--- src/hdl/tdpt_pkg.sv ---
package tdpt_pkg;

  typedef logic [1:0] job_kind_t;

  localparam job_kind_t KIND_NOT_PRIME = 2'd0;
  localparam job_kind_t KIND_PRIME     = 2'd1;
  localparam job_kind_t KIND_TEST      = 2'd2;

endpackage

--- src/hdl/trial_division_prime_test_core.sv ---
// One item is worked at a time. Values settled by classification (below two, two, even) go from
// the job queue through the idle and push states to the result queue. Odd values try odd divisors
// from three while the square is at most the value; each takes a check, a bit-serial restoring
// remainder pass over VALUE_WIDTH bits and an eval. Worst case at 32 bits: about 23170 divisors.
// Reset is synchronous and active low; it empties both queues and idles the divider.
module trial_division_prime_test_core
  import tdpt_pkg::*;
#(
  parameter int VALUE_WIDTH = 32
) (
  input  logic                          clk,
  input  logic                          rst_n,
  input  logic                          push,
  output logic                          full,
  input  logic signed [VALUE_WIDTH-1:0] in_candidate_value,
  output logic                          empty,
  input  logic                          pop,
  output logic                          out_prime_flag
);

  logic                   job_pop;
  logic                   job_empty;
  job_kind_t              job_kind;
  logic [VALUE_WIDTH-1:0] job_value;

  tdpt_front #(
    .VALUE_WIDTH(VALUE_WIDTH)
  ) u_front (
    .clk      (clk),
    .rst_n    (rst_n),
    .push     (push),
    .full     (full),
    .value    ($unsigned(in_candidate_value)),
    .job_pop  (job_pop),
    .job_empty(job_empty),
    .job_kind (job_kind),
    .job_value(job_value)
  );

  tdpt_back #(
    .VALUE_WIDTH(VALUE_WIDTH)
  ) u_back (
    .clk       (clk),
    .rst_n     (rst_n),
    .job_empty (job_empty),
    .job_kind  (job_kind),
    .job_value (job_value),
    .job_pop   (job_pop),
    .pop       (pop),
    .empty     (empty),
    .prime_flag(out_prime_flag)
  );

endmodule

--- src/hdl/tdpt_fifo.sv ---
module tdpt_fifo #(
  parameter int WIDTH = 1,
  parameter int DEPTH = 2
) (
  input  logic             clk,
  input  logic             rst_n,
  input  logic             wr_en,
  input  logic [WIDTH-1:0] wr_data,
  input  logic             rd_en,
  output logic [WIDTH-1:0] rd_data,
  output logic             full,
  output logic             empty
);

  localparam int AW = (DEPTH > 1) ? $clog2(DEPTH) : 1;
  localparam int CW = $clog2(DEPTH + 1);

  logic [WIDTH-1:0] mem_r [DEPTH];
  logic [AW-1:0]    wr_ptr_r, wr_ptr_nxt;
  logic [AW-1:0]    rd_ptr_r, rd_ptr_nxt;
  logic [CW-1:0]    count_r, count_nxt;
  logic             wr_do, rd_do;

  assign full    = (count_r == CW'(DEPTH));
  assign empty   = (count_r == '0);
  assign wr_do   = wr_en && !full;
  assign rd_do   = rd_en && !empty;
  assign rd_data = mem_r[rd_ptr_r];

  always_comb begin
    wr_ptr_nxt = wr_ptr_r;
    rd_ptr_nxt = rd_ptr_r;
    count_nxt  = count_r;
    if (wr_do) begin
      wr_ptr_nxt = (wr_ptr_r == AW'(DEPTH - 1)) ? '0 : wr_ptr_r + 1'b1;
    end
    if (rd_do) begin
      rd_ptr_nxt = (rd_ptr_r == AW'(DEPTH - 1)) ? '0 : rd_ptr_r + 1'b1;
    end
    case ({wr_do, rd_do})
      2'b10:   count_nxt = count_r + 1'b1;
      2'b01:   count_nxt = count_r - 1'b1;
      default: count_nxt = count_r;
    endcase
  end

  always_ff @(posedge clk) begin
    if (!rst_n) begin
      wr_ptr_r <= '0;
      rd_ptr_r <= '0;
      count_r  <= '0;
    end else begin
      wr_ptr_r <= wr_ptr_nxt;
      rd_ptr_r <= rd_ptr_nxt;
      count_r  <= count_nxt;
    end
  end

  always_ff @(posedge clk) begin
    if (wr_do) begin
      mem_r[wr_ptr_r] <= wr_data;
    end
  end

endmodule

--- src/hdl/tdpt_front.sv ---
module tdpt_front
  import tdpt_pkg::*;
#(
  parameter int VALUE_WIDTH = 32
) (
  input  logic                   clk,
  input  logic                   rst_n,
  input  logic                   push,
  output logic                   full,
  input  logic [VALUE_WIDTH-1:0] value,
  input  logic                   job_pop,
  output logic                   job_empty,
  output job_kind_t              job_kind,
  output logic [VALUE_WIDTH-1:0] job_value
);

  localparam int JW = VALUE_WIDTH + $bits(job_kind_t);

  job_kind_t     kind;
  logic [JW-1:0] job_wr;
  logic [JW-1:0] job_rd;

  // Negative values, zero, one and even values other than two are settled here.
  always_comb begin
    if (value[VALUE_WIDTH-1] || (value <= VALUE_WIDTH'(1))) begin
      kind = KIND_NOT_PRIME;
    end else if (value == VALUE_WIDTH'(2)) begin
      kind = KIND_PRIME;
    end else if (!value[0]) begin
      kind = KIND_NOT_PRIME;
    end else begin
      kind = KIND_TEST;
    end
  end

  assign job_wr    = {kind, value};
  assign job_kind  = job_rd[JW-1:VALUE_WIDTH];
  assign job_value = job_rd[VALUE_WIDTH-1:0];

  tdpt_fifo #(
    .WIDTH(JW),
    .DEPTH(2)
  ) u_job_fifo (
    .clk    (clk),
    .rst_n  (rst_n),
    .wr_en  (push),
    .wr_data(job_wr),
    .rd_en  (job_pop),
    .rd_data(job_rd),
    .full   (full),
    .empty  (job_empty)
  );

endmodule

--- src/hdl/tdpt_back.sv ---
module tdpt_back
  import tdpt_pkg::*;
#(
  parameter int VALUE_WIDTH = 32
) (
  input  logic                   clk,
  input  logic                   rst_n,
  input  logic                   job_empty,
  input  job_kind_t              job_kind,
  input  logic [VALUE_WIDTH-1:0] job_value,
  output logic                   job_pop,
  input  logic                   pop,
  output logic                   empty,
  output logic                   prime_flag
);

  localparam int DW = VALUE_WIDTH / 2 + 1;
  localparam int SW = VALUE_WIDTH + 1;
  localparam int BW = $clog2(VALUE_WIDTH);

  localparam logic [2:0] ST_IDLE  = 3'd0;
  localparam logic [2:0] ST_CHECK = 3'd1;
  localparam logic [2:0] ST_DIV   = 3'd2;
  localparam logic [2:0] ST_EVAL  = 3'd3;
  localparam logic [2:0] ST_PUSH  = 3'd4;

  logic [2:0]             state_r, state_nxt;
  logic [VALUE_WIDTH-1:0] value_r, value_nxt;
  logic [DW-1:0]          div_r, div_nxt;
  logic [SW-1:0]          sq_r, sq_nxt;
  logic [DW-1:0]          rem_r, rem_nxt;
  logic [BW-1:0]          bit_r, bit_nxt;
  logic                   flag_r, flag_nxt;
  logic [DW:0]            shifted;
  logic                   res_full;
  logic                   res_push;

  assign shifted  = {rem_r, value_r[bit_r]};
  assign job_pop  = (state_r == ST_IDLE) && !job_empty;
  assign res_push = (state_r == ST_PUSH) && !res_full;

  always_comb begin
    state_nxt = state_r;
    value_nxt = value_r;
    div_nxt   = div_r;
    sq_nxt    = sq_r;
    rem_nxt   = rem_r;
    bit_nxt   = bit_r;
    flag_nxt  = flag_r;
    unique case (state_r)
      ST_IDLE: begin
        if (!job_empty) begin
          if (job_kind == KIND_TEST) begin
            value_nxt = job_value;
            div_nxt   = DW'(3);
            sq_nxt    = SW'(9);
            state_nxt = ST_CHECK;
          end else begin
            flag_nxt  = (job_kind == KIND_PRIME);
            state_nxt = ST_PUSH;
          end
        end
      end
      ST_CHECK: begin
        if (sq_r > {1'b0, value_r}) begin
          flag_nxt  = 1'b1;
          state_nxt = ST_PUSH;
        end else begin
          rem_nxt   = '0;
          bit_nxt   = BW'(VALUE_WIDTH - 1);
          state_nxt = ST_DIV;
        end
      end
      ST_DIV: begin
        if (shifted >= {1'b0, div_r}) begin
          rem_nxt = DW'(shifted - {1'b0, div_r});
        end else begin
          rem_nxt = shifted[DW-1:0];
        end
        if (bit_r == '0) begin
          state_nxt = ST_EVAL;
        end else begin
          bit_nxt = bit_r - 1'b1;
        end
      end
      ST_EVAL: begin
        if (rem_r == '0) begin
          flag_nxt  = 1'b0;
          state_nxt = ST_PUSH;
        end else begin
          div_nxt   = div_r + DW'(2);
          sq_nxt    = sq_r + (SW'(div_r) << 2) + SW'(4);
          state_nxt = ST_CHECK;
        end
      end
      ST_PUSH: begin
        if (!res_full) begin
          state_nxt = ST_IDLE;
        end
      end
      default: state_nxt = ST_IDLE;
    endcase
  end

  always_ff @(posedge clk) begin
    if (!rst_n) begin
      state_r <= ST_IDLE;
    end else begin
      state_r <= state_nxt;
    end
  end

  always_ff @(posedge clk) begin
    value_r <= value_nxt;
    div_r   <= div_nxt;
    sq_r    <= sq_nxt;
    rem_r   <= rem_nxt;
    bit_r   <= bit_nxt;
    flag_r  <= flag_nxt;
  end

  tdpt_fifo #(
    .WIDTH(1),
    .DEPTH(2)
  ) u_res_fifo (
    .clk    (clk),
    .rst_n  (rst_n),
    .wr_en  (res_push),
    .wr_data(flag_r),
    .rd_en  (pop),
    .rd_data(prime_flag),
    .full   (res_full),
    .empty  (empty)
  );

endmodule

--- config.mk ---
export PLATFORM = sky130hd
export DESIGN_NAME = trial_division_prime_test_core
export DESIGN_NICKNAME = d
export VERILOG_FILES = /design/src/hdl/tdpt_pkg.sv /design/src/hdl/trial_division_prime_test_core.sv /design/src/hdl/tdpt_fifo.sv /design/src/hdl/tdpt_front.sv /design/src/hdl/tdpt_back.sv
export SDC_FILE = /design/constraint.sdc
export NUM_CORES = 1
export LEC_CHECK = 0
export ABC_AREA = 1
export BUFFER_PORTS_ARGS = -buffer_cell sky130_fd_sc_hd__buf_4
export CORE_MARGIN = 2
export CORE_UTILIZATION = 60
export DETAILED_ROUTE_END_ITERATION = 7
export GPL_TIMING_DRIVEN = 0
export PLACE_DENSITY = 0.8
export SYNTH_ARGS = -nofsm -noshare
export SYNTH_HDL_FRONTEND = slang
export SYNTH_SLANG_ARGS = --single-unit
--- constraint.sdc ---
create_clock -name clk -period 10.3 [get_ports clk]
set_input_delay 0.515 -clock clk [delete_from_list [all_inputs] [get_ports clk]]
set_output_delay 0.515 -clock clk [all_outputs]
set_load 0.03 [all_outputs]
==> qor.yml, run 1 <==
status:
  status: "finished, final reports clean"
die:
  dieArea_um2: 18500
  die_h_um: 136
  core_region_area_um2: 17100
  fp.dieW_um: 136
  pin_count: 39
  start_util_pct: 60.9
  row_count: 48
clock_tree:
  cts_made_buffers: 17
  insertion_delay_ns: 0.44
  cts_buffer_depth: 2
  clkTransAtPathRegs_ns: 0.08
  cts_max_level: 4
  post_cts_buffers: 0
  cts_tree: "built"
  clkSinkCount: 184
  post_cts_resized: 0
  root_buffer: "clkbuf_16"
  cts.hold.buffers_added: 0
synth:
  synth_nets: 1174
  ys_warn_count: 0
  yosys.area.top_type_share_pct: 49.2
  ys_seq_area_share_pct: 51.7
  netlist_area_um2: 10400
  synth.most_common_cell: "edfxtp_1"
  yosysTopAreaCell: "edfxtp_1"
  synth_edf_count: 171
  synth_commonest_cells: "edfxtp_1, nand2_1, inv_1"
  async_flop_share_pct: 0
  synth_cell_types: 52
  synth_seq_cells: 184
  syn_inst: 1053
  netlist_top_cells_area: "edfxtp_1, ha_1, nand2_1, a21oi_1, inv_1"
  postSynthAreaPerCell_um2: 9.91
  synthFlopType: "edfxtp_1"
sta:
  final_hold_viol_count: 0
  max_slew_margin_pct: 15.6
  slew_violations: 0
  worstMarginPinSlew_ns: 1.26
  finalSetupViolCount: 0
  tns_ns: 0
  hold_ws_ns: 0.263
  period_share_pct: 31.0
  fmax_ghz: 0.313
  rsz0062_at_grt: "false"
  fin_crit_ns: 3.19
  clock_skew_ns: 0.0121
drt:
  drtIter0Drc: 693
  routed_wl_um: 22700
  drtPass1Iterations: 6
  avgViaCountPerCell: 5.85
  ant_nets: 0
  route.detailed.drc: 0
  vias: 7917
  wl_per_cell_um: 16.7
power:
  total_power_mw: 3.17
  power_density_nw_per_um2: 270
  seqPwrFrac_pct: 36.9
  peakVddDrop_uv: 194
  p_leak_nw: 4.79
  comb_power_share_pct: 42.4
  power.share.clock_pct: 20.7
  p_int_mw: 1.85
  p_sw_mw: 1.32
  p_sw_share_pct: 41.6
hold_path:
  min_path_type: "input pin to register"
placed_design:
  place_area_um2: 11100
  placed_cells: 1322
  dp_hpwl_um: 16500
  port_buffers: 38
  place_congestion: 0.919
setup_path:
  crit_chain: "buf_4 -> inv_2 -> nand3_1 -> nand3_1 -> nand2_1 -> nor2_1 -> nand2_1 -> nand2_2 -> inv_1 -> fa_1 -> nand4_1 -> nand3_1 -> nor2_2 -> inv_2 -> buf_4 -> nor2_1 -> nor2_1 -> o21ai_0 -> inv_1"
  arrival_ns: 3.39
  worstSetupEndpointType: "register"
  start_kind: "register"
  crit_slowest_cell: "fa_1"
  crit_type: "register to register"
  slowest_delay_ns: 0.46
  crit_fanout: 11
  r2r_setup_slack_ns: 7.11
  cp_data_required_time_ns: 10.50
global_routing:
  first_global_vias: 7618
  antenna_found_initial: 0
  grtUsageTotal_pct: 25.7
  gr-total-overflow: 0
  grt_max_degree: 35
  grt_pass1_wl_um: 36700
layout:
  nets: 1237
  layout-drive-gt1-share_pct: 12.8
  insertedDiodeCount: 0
  final_area_um2: 11700
  area_growth_pct: 12.4
  stdcell_count: 1354
run:
  maxCapViolations: 0
==> sequential cells by signal (all words and copies together) (netlist names), named ones only <==
| register | flops |
|---|---|
| u_front.u_job_fifo.mem_r | 68 |
| u_back.value_r | 32 |
| u_back.sq_r | 30 |
| u_back.rem_r | 17 |
| u_back.div_r | 16 |
| u_back.bit_r | 5 |
| u_back.state_r | 3 |
| u_back.u_res_fifo.count_r | 2 |
| u_back.u_res_fifo.mem_r | 2 |
| u_front.u_job_fifo.count_r | 2 |
| u_back.flag_r | 1 |
| u_back.u_res_fifo.rd_ptr_r | 1 |
| u_back.u_res_fifo.wr_ptr_r | 1 |
| u_front.u_job_fifo.rd_ptr_r | 1 |
| u_front.u_job_fifo.wr_ptr_r | 1 |
==> cell type report <==
class,instances,area [um2]
Tap cell,225,282
Multi-Input combinational cell,724,4490
Clock buffer,18,429
Buffer,16,92.6
Timing Repair Buffer,44,378
Clock inverter,14,176
Inverter,129,489
Fill cell,1282,5390
Sequential cell,184,5400
==> through the flow <==
stage / setup WS, ns / utilization [%]
finish: 7.11 / 68.5
CTS: 7.18 / 68.5
floorplan: 5.14 / -
global route: 6.95 / 68.5
detailed placement: 7.24 / 65.0
global placement: 2.92 / 64.3
==> cell families (layout without fill, tap and decap cells) <==
| logic type | count (synthesis) | after routing | share of synthesized area [%] |
|---|---|---|---|
| XOR/XNOR | 13 | 13 | 1.09 |
| flip-flops | 184 | 184 | 51.7 |
| AO/OA/AOI/OAI | 219 | 219 | 11.6 |
| buffers and inverters | 145 | 221 | 5.58 |
| AND/OR/NAND/NOR | 372 | 372 | 15.9 |
| adder cells (fa/ha/maj) | 85 | 85 | 10.3 |
| multiplexers | 35 | 35 | 3.75 |
==> per-layer routing <==
layer	part of all wire [%]	vias up	GRT usage [%]	wire, um
li1	-	3853	-	-
met1	43	3724	33.4	9730
met2	49	278	42.5	11100
met3	4.9	62	4.06	1120
met4	3.4	0	12.2	764
met5	0	-	0	0
==> path summary, 6_finish.rpt <==
kind	from	to	cells after the start
worst max register to register	u_back.bit_r[1]$_SDFFCE_PN1P_	u_back.rem_r[7]$_SDFFCE_PN0P_	19
worst max-delay path	u_back.bit_r[1]$_SDFFCE_PN1P_	u_back.rem_r[7]$_SDFFCE_PN0P_	19
worst min-delay path	in_candidate_value[3]	u_front.u_job_fifo.mem_r[0][3]$_DFFE_PP_	1
worst min register to register	u_back.flag_r$_DFFE_PP_	u_back.u_res_fifo.mem_r[1]$_DFFE_PP_	0
==> worst max-delay path: cells and delay by family (launching register included) <==
family / cells / cell delay, ns
fa+ha+maj: 1 / 0.46
compound gates: 1 / 0.09
buf+inv: 6 / 0.76
flops: 1 / 0.38
simple gates: 11 / 1.24
==> power groups by stage <==
stage	logic, mW	registers (mW)	clock network, mW
finish	1.34	1.17	0.654
floorplan	0.994	1.14	0
CTS	1.33	1.17	0.664
global placement	1.23	1.19	0
global route	1.52	1.19	0.687
detailed placement	1.30	1.18	0
==> layout by cell type (no fill, tap or decap), types with 3 or more instances in the layout <==
| cell type | Yosys | final |
|---|---|---|
| edfxtp_1 | 171 | 171 |
| nand2_1 | 149 | 149 |
| inv_1 | 123 | 123 |
| a21oi_1 | 103 | 103 |
| nor2_1 | 96 | 94 |
| ha_1 | 83 | 83 |
| o21ai_0 | 68 | 68 |
| nand3_1 | 58 | 58 |
| buf_4 | 2 | 40 |
| mux2_2 | 33 | 33 |
| clkbuf_16 | 0 | 17 |
| nand4_1 | 16 | 16 |
| nor3_1 | 15 | 14 |
| nor4_1 | 13 | 13 |
| dfxtp_1 | 13 | 13 |
| clkbuf_1 | 9 | 10 |
| xnor2_1 | 10 | 10 |
| o21ai_1 | 8 | 8 |
| nand2_2 | 7 | 7 |
| a21o_1 | 7 | 7 |
| o21a_1 | 7 | 7 |
| clkinv_8 | 0 | 6 |
| buf_6 | 3 | 5 |
| inv_2 | 4 | 4 |
| inv_6 | 1 | 4 |
| o211ai_1 | 4 | 4 |
| a211oi_1 | 5 | 4 |
| a21oi_2 | 4 | 4 |
| inv_8 | 0 | 4 |
| and3_1 | 3 | 3 |
| nor3_2 | 2 | 3 |
| xor2_1 | 3 | 3 |
| and2_1 | 3 | 3 |
| a21boi_0 | 3 | 3 |
(Power assumes the default switching activity.)
==> run 2, diff against run 1 <==
--- a/config.mk
+++ b/config.mk
@@ -8,10 +8,10 @@
 export ABC_AREA = 1
 export BUFFER_PORTS_ARGS = -buffer_cell sky130_fd_sc_hd__buf_4
 export CORE_MARGIN = 2
-export CORE_UTILIZATION = 60
+export CORE_UTILIZATION = 57
 export DETAILED_ROUTE_END_ITERATION = 7
 export GPL_TIMING_DRIVEN = 0
-export PLACE_DENSITY = 0.8
+export PLACE_DENSITY = 0.79
 export SYNTH_ARGS = -nofsm -noshare
 export SYNTH_HDL_FRONTEND = slang
 export SYNTH_SLANG_ARGS = --single-unit
==> constraint.sdc (replaced) <==
create_clock -name clk -period 2.7 [get_ports clk]
set_input_delay 0.135 -clock clk [delete_from_list [all_inputs] [get_ports clk]]
set_output_delay 0.135 -clock clk [all_outputs]
set_load 0.03 [all_outputs]
==> run 2 against run 1 <==
Effect of this change: the flow now finishes with violations (negative setup slack); cell area is 11% higher; combinational power grew to 4.8 times the previous value; largest power group unchanged; worst setup slack worse by 7.3 ns; sequential share of layout area is 4.5 points lower; via count is 7.3% higher; total power grew to 4.2 times the previous value; maximum frequency is 12% higher; highest routed layer unchanged.
==> qor.yml, run 2 (synthesized netlist as in run 1, its figures left out) <==
global_routing:
  grt_pass1_wl_um: 40100
  met1_usage_pct: 32.9
  grt.busiest_layer: "met2"
  use_met3_pct: 4.85
  antenna_found_initial: 0
  first_global_vias: 8152
  gr-total-overflow: 0
  grt_max_degree: 33
  grt_util_met2_pct: 44.9
  grtUsageTotal_pct: 26.2
die:
  dieArea_um2: 19400
  core_region_area_um2: 18000
  fp.dieW_um: 139
  start_util_pct: 58.1
  row_count: 49
  pin_count: 39
  die_h_um: 139
layout:
  layout-drive-gt1-share_pct: 22.6
  insertedDiodeCount: 0
  largestRegisters: "u_front.u_job_fifo.mem_r (68), u_back.value_r (32), u_back.sq_r (30)"
  area_growth_pct: 24.7
  layout.cells.most_common: "edfxtp_1"
  largest_reg_flops: 68
  regMostFlops: "u_front.u_job_fifo.mem_r"
  layout_common_cells: "edfxtp_1, nand2_1, inv_1, a21oi_1, buf_4"
  final_area_um2: 13000
  nets: 1326
drt:
  drtIter0Drc: 938
  wl_per_cell_um: 18.0
  ant_nets: 0
  route.detailed.drc: 0
  vias: 8498
  avgViaCountPerCell: 5.87
  routed_wl_um: 26100
  drtPass1Iterations: 5
power:
  power.share.clock_pct: 19.2
  p_int_mw: 7.94
  p_sw_mw: 5.51
  power_density_nw_per_um2: 1030
  peakVddDrop_uv: 727
  p_sw_share_pct: 41.0
  seqPwrFrac_pct: 32.9
  p_leak_nw: 5.29
  comb_power_share_pct: 47.9
run:
  maxCapViolations: 0
setup_path:
  slowest_delay_ns: 0.38
  crit_slowest_cell: "edfxtp_1"
  start_kind: "register"
  r2r-end: "u_back.rem_r[7]$_SDFFCE_PN0P_"
  r2r_setup_slack_ns: -0.15
  crit_fanout: 6
  ff2ff_path_depth: 21
  reg2reg_from: "u_back.bit_r[0]$_SDFFCE_PN1P_"
  critPathTopFamily: "simple AND/OR/NAND/NOR gates"
  crit_type: "register to register"
  cp_data_required_time_ns: 2.91
  crit_chain: "buf_6 -> inv_8 -> buf_6 -> nand2_1 -> nand3_1 -> nand3_2 -> nand2_2 -> nor2_2 -> nand2_2 -> nand2_2 -> inv_2 -> fa_2 -> nand4_1 -> nand3_2 -> nor2_4 -> inv_4 -> buf_8 -> nor2_2 -> nor2_1 -> o21ai_1 -> inv_1"
  critPathMostFrequentCell: "nand2_2"
  arrival_ns: 3.06
  critPathBufInv: 7
  worstSetupEndpointType: "register"
sta:
  max_slew_margin_pct: 40.4
  finalSetupViolCount: 17
  hold_ws_ns: 0.0502
  clock_skew_ns: 0.0154
  fmax_ghz: 0.351
  worst_slack_ns: -0.153
  fin_crit_ns: 2.85
  slew_violations: 0
  worstMarginPinSlew_ns: 0.884
  final_hold_viol_count: 0
  rsz0062_at_grt: "true"
  period_share_pct: 106
status:
  failed_checks: "negative setup slack"
  status: "complete, but fails checks"
placed_design:
  place_congestion: 0.962
  place_area_um2: 11100
  port_buffers: 38
  dp_hpwl_um: 16200
clock_tree:
  clkSinkCount: 184
  clkTransAtPathRegs_ns: 0.08
  insertion_delay_ns: 0.45
  root_buffer: "clkbuf_16"
  cts_buffer_depth: 2
  cts_made_buffers: 17
  cts_tree: "built"
  cts_max_level: 4
hold_path:
  hold_depth: 4
  min_path_type: "input pin to register"
  worstHoldStart: "pop"
  hold_path_end: "u_back.u_res_fifo.rd_ptr_r$_SDFFE_PN0P_"
==> run 2: cell type report <==
class / instances / area, um2
Inverter: 129 / 499
Clock buffer: 20 / 479
Fill cell: 1153 / 4960
Sequential cell: 184 / 5400
Tap cell: 229 / 287
Clock inverter: 12 / 121
Multi-Input combinational cell: 724 / 4920
Timing Repair Buffer: 133 / 1180
Buffer: 16 / 121
==> run 2: worst max path at each step <==
stage,from,end,slack (ns),cells after the start
3_5_place_dp,u_back.bit_r[0]$_SDFFCE_PN1P_,u_back.rem_r[2]$_SDFFCE_PN0P_,-0.37,18
2_1_floorplan,u_back.state_r[0]$_SDFFE_PN0P_,u_back.div_r[10]$_SDFFCE_PN0P_,0.009,7
3_3_place_gp,u_back.state_r[0]$_SDFFE_PN0P_,u_back.sq_r[18]$_SDFFCE_PN0P_,-0.86,7
4_1_cts,u_back.bit_r[0]$_SDFFCE_PN1P_,u_back.rem_r[7]$_SDFFCE_PN0P_,-0.04,20
6_report,u_back.bit_r[0]$_SDFFCE_PN1P_,u_back.rem_r[7]$_SDFFCE_PN0P_,-0.15,21
5_1_grt,u_back.bit_r[0]$_SDFFCE_PN1P_,u_back.rem_r[7]$_SDFFCE_PN0P_,-0.25,21
==> run 2: metal layers <==
metal  vias up  wire length, um
met5         -                0
met4         0              838
met3        78             1770
met2       384            13000
met1      3998            10500
li1       4038                -
==> run 2: what timing repair did <==
| item | in CTS | in global routing |
|---|---|---|
| buffers inserted | 25 | 27 |
| gates resized for setup | 40 | 69 |
| pin swaps | 10 | 28 |
| setup endpoints to repair | 39 | 90 |
| hold buffers | 33 | 0 |
| cloned | 3 | 2 |
| endpoints found under the hold margin | 70 | 0 |
==> run 2: power by group through the flow <==
| stage | Sequential [mW] | Clock (mW) | Combinational (mW) |
|---|---|---|---|
| floorplan | 4.32 | 0 | 3.82 |
| global placement | 4.51 | 0 | 4.72 |
| detailed placement | 4.50 | 0 | 4.97 |
| CTS | 4.40 | 2.56 | 5.34 |
| global route | 4.49 | 2.69 | 7.10 |
| finish | 4.42 | 2.58 | 6.45 |
==> run 2: worst min-delay path, stage by stage <==
cell and delay [ns]:
buf_4 0.07, o21ai_0 0.06, inv_1 0.11, a21oi_1 0.07
==> run 2: stage by stage <==
stage | setup slack [ns] | total power [mW] | util, % | instances | TNS, ns
after floorplan | 0.00934 | 8.15 | - | 1053 | 0
after global placement | -0.865 | 9.22 | 61.4 | 1320 | -106.66
after detailed placement | -0.373 | 9.47 | 62.0 | 1325 | -11.60
after CTS | -0.0370 | 12.3 | 69.0 | 1418 | -0.0420
final | -0.153 | 13.5 | 72.4 | 1447 | -1.58
after global routing | -0.247 | 14.3 | 72.4 | 1447 | -6.14
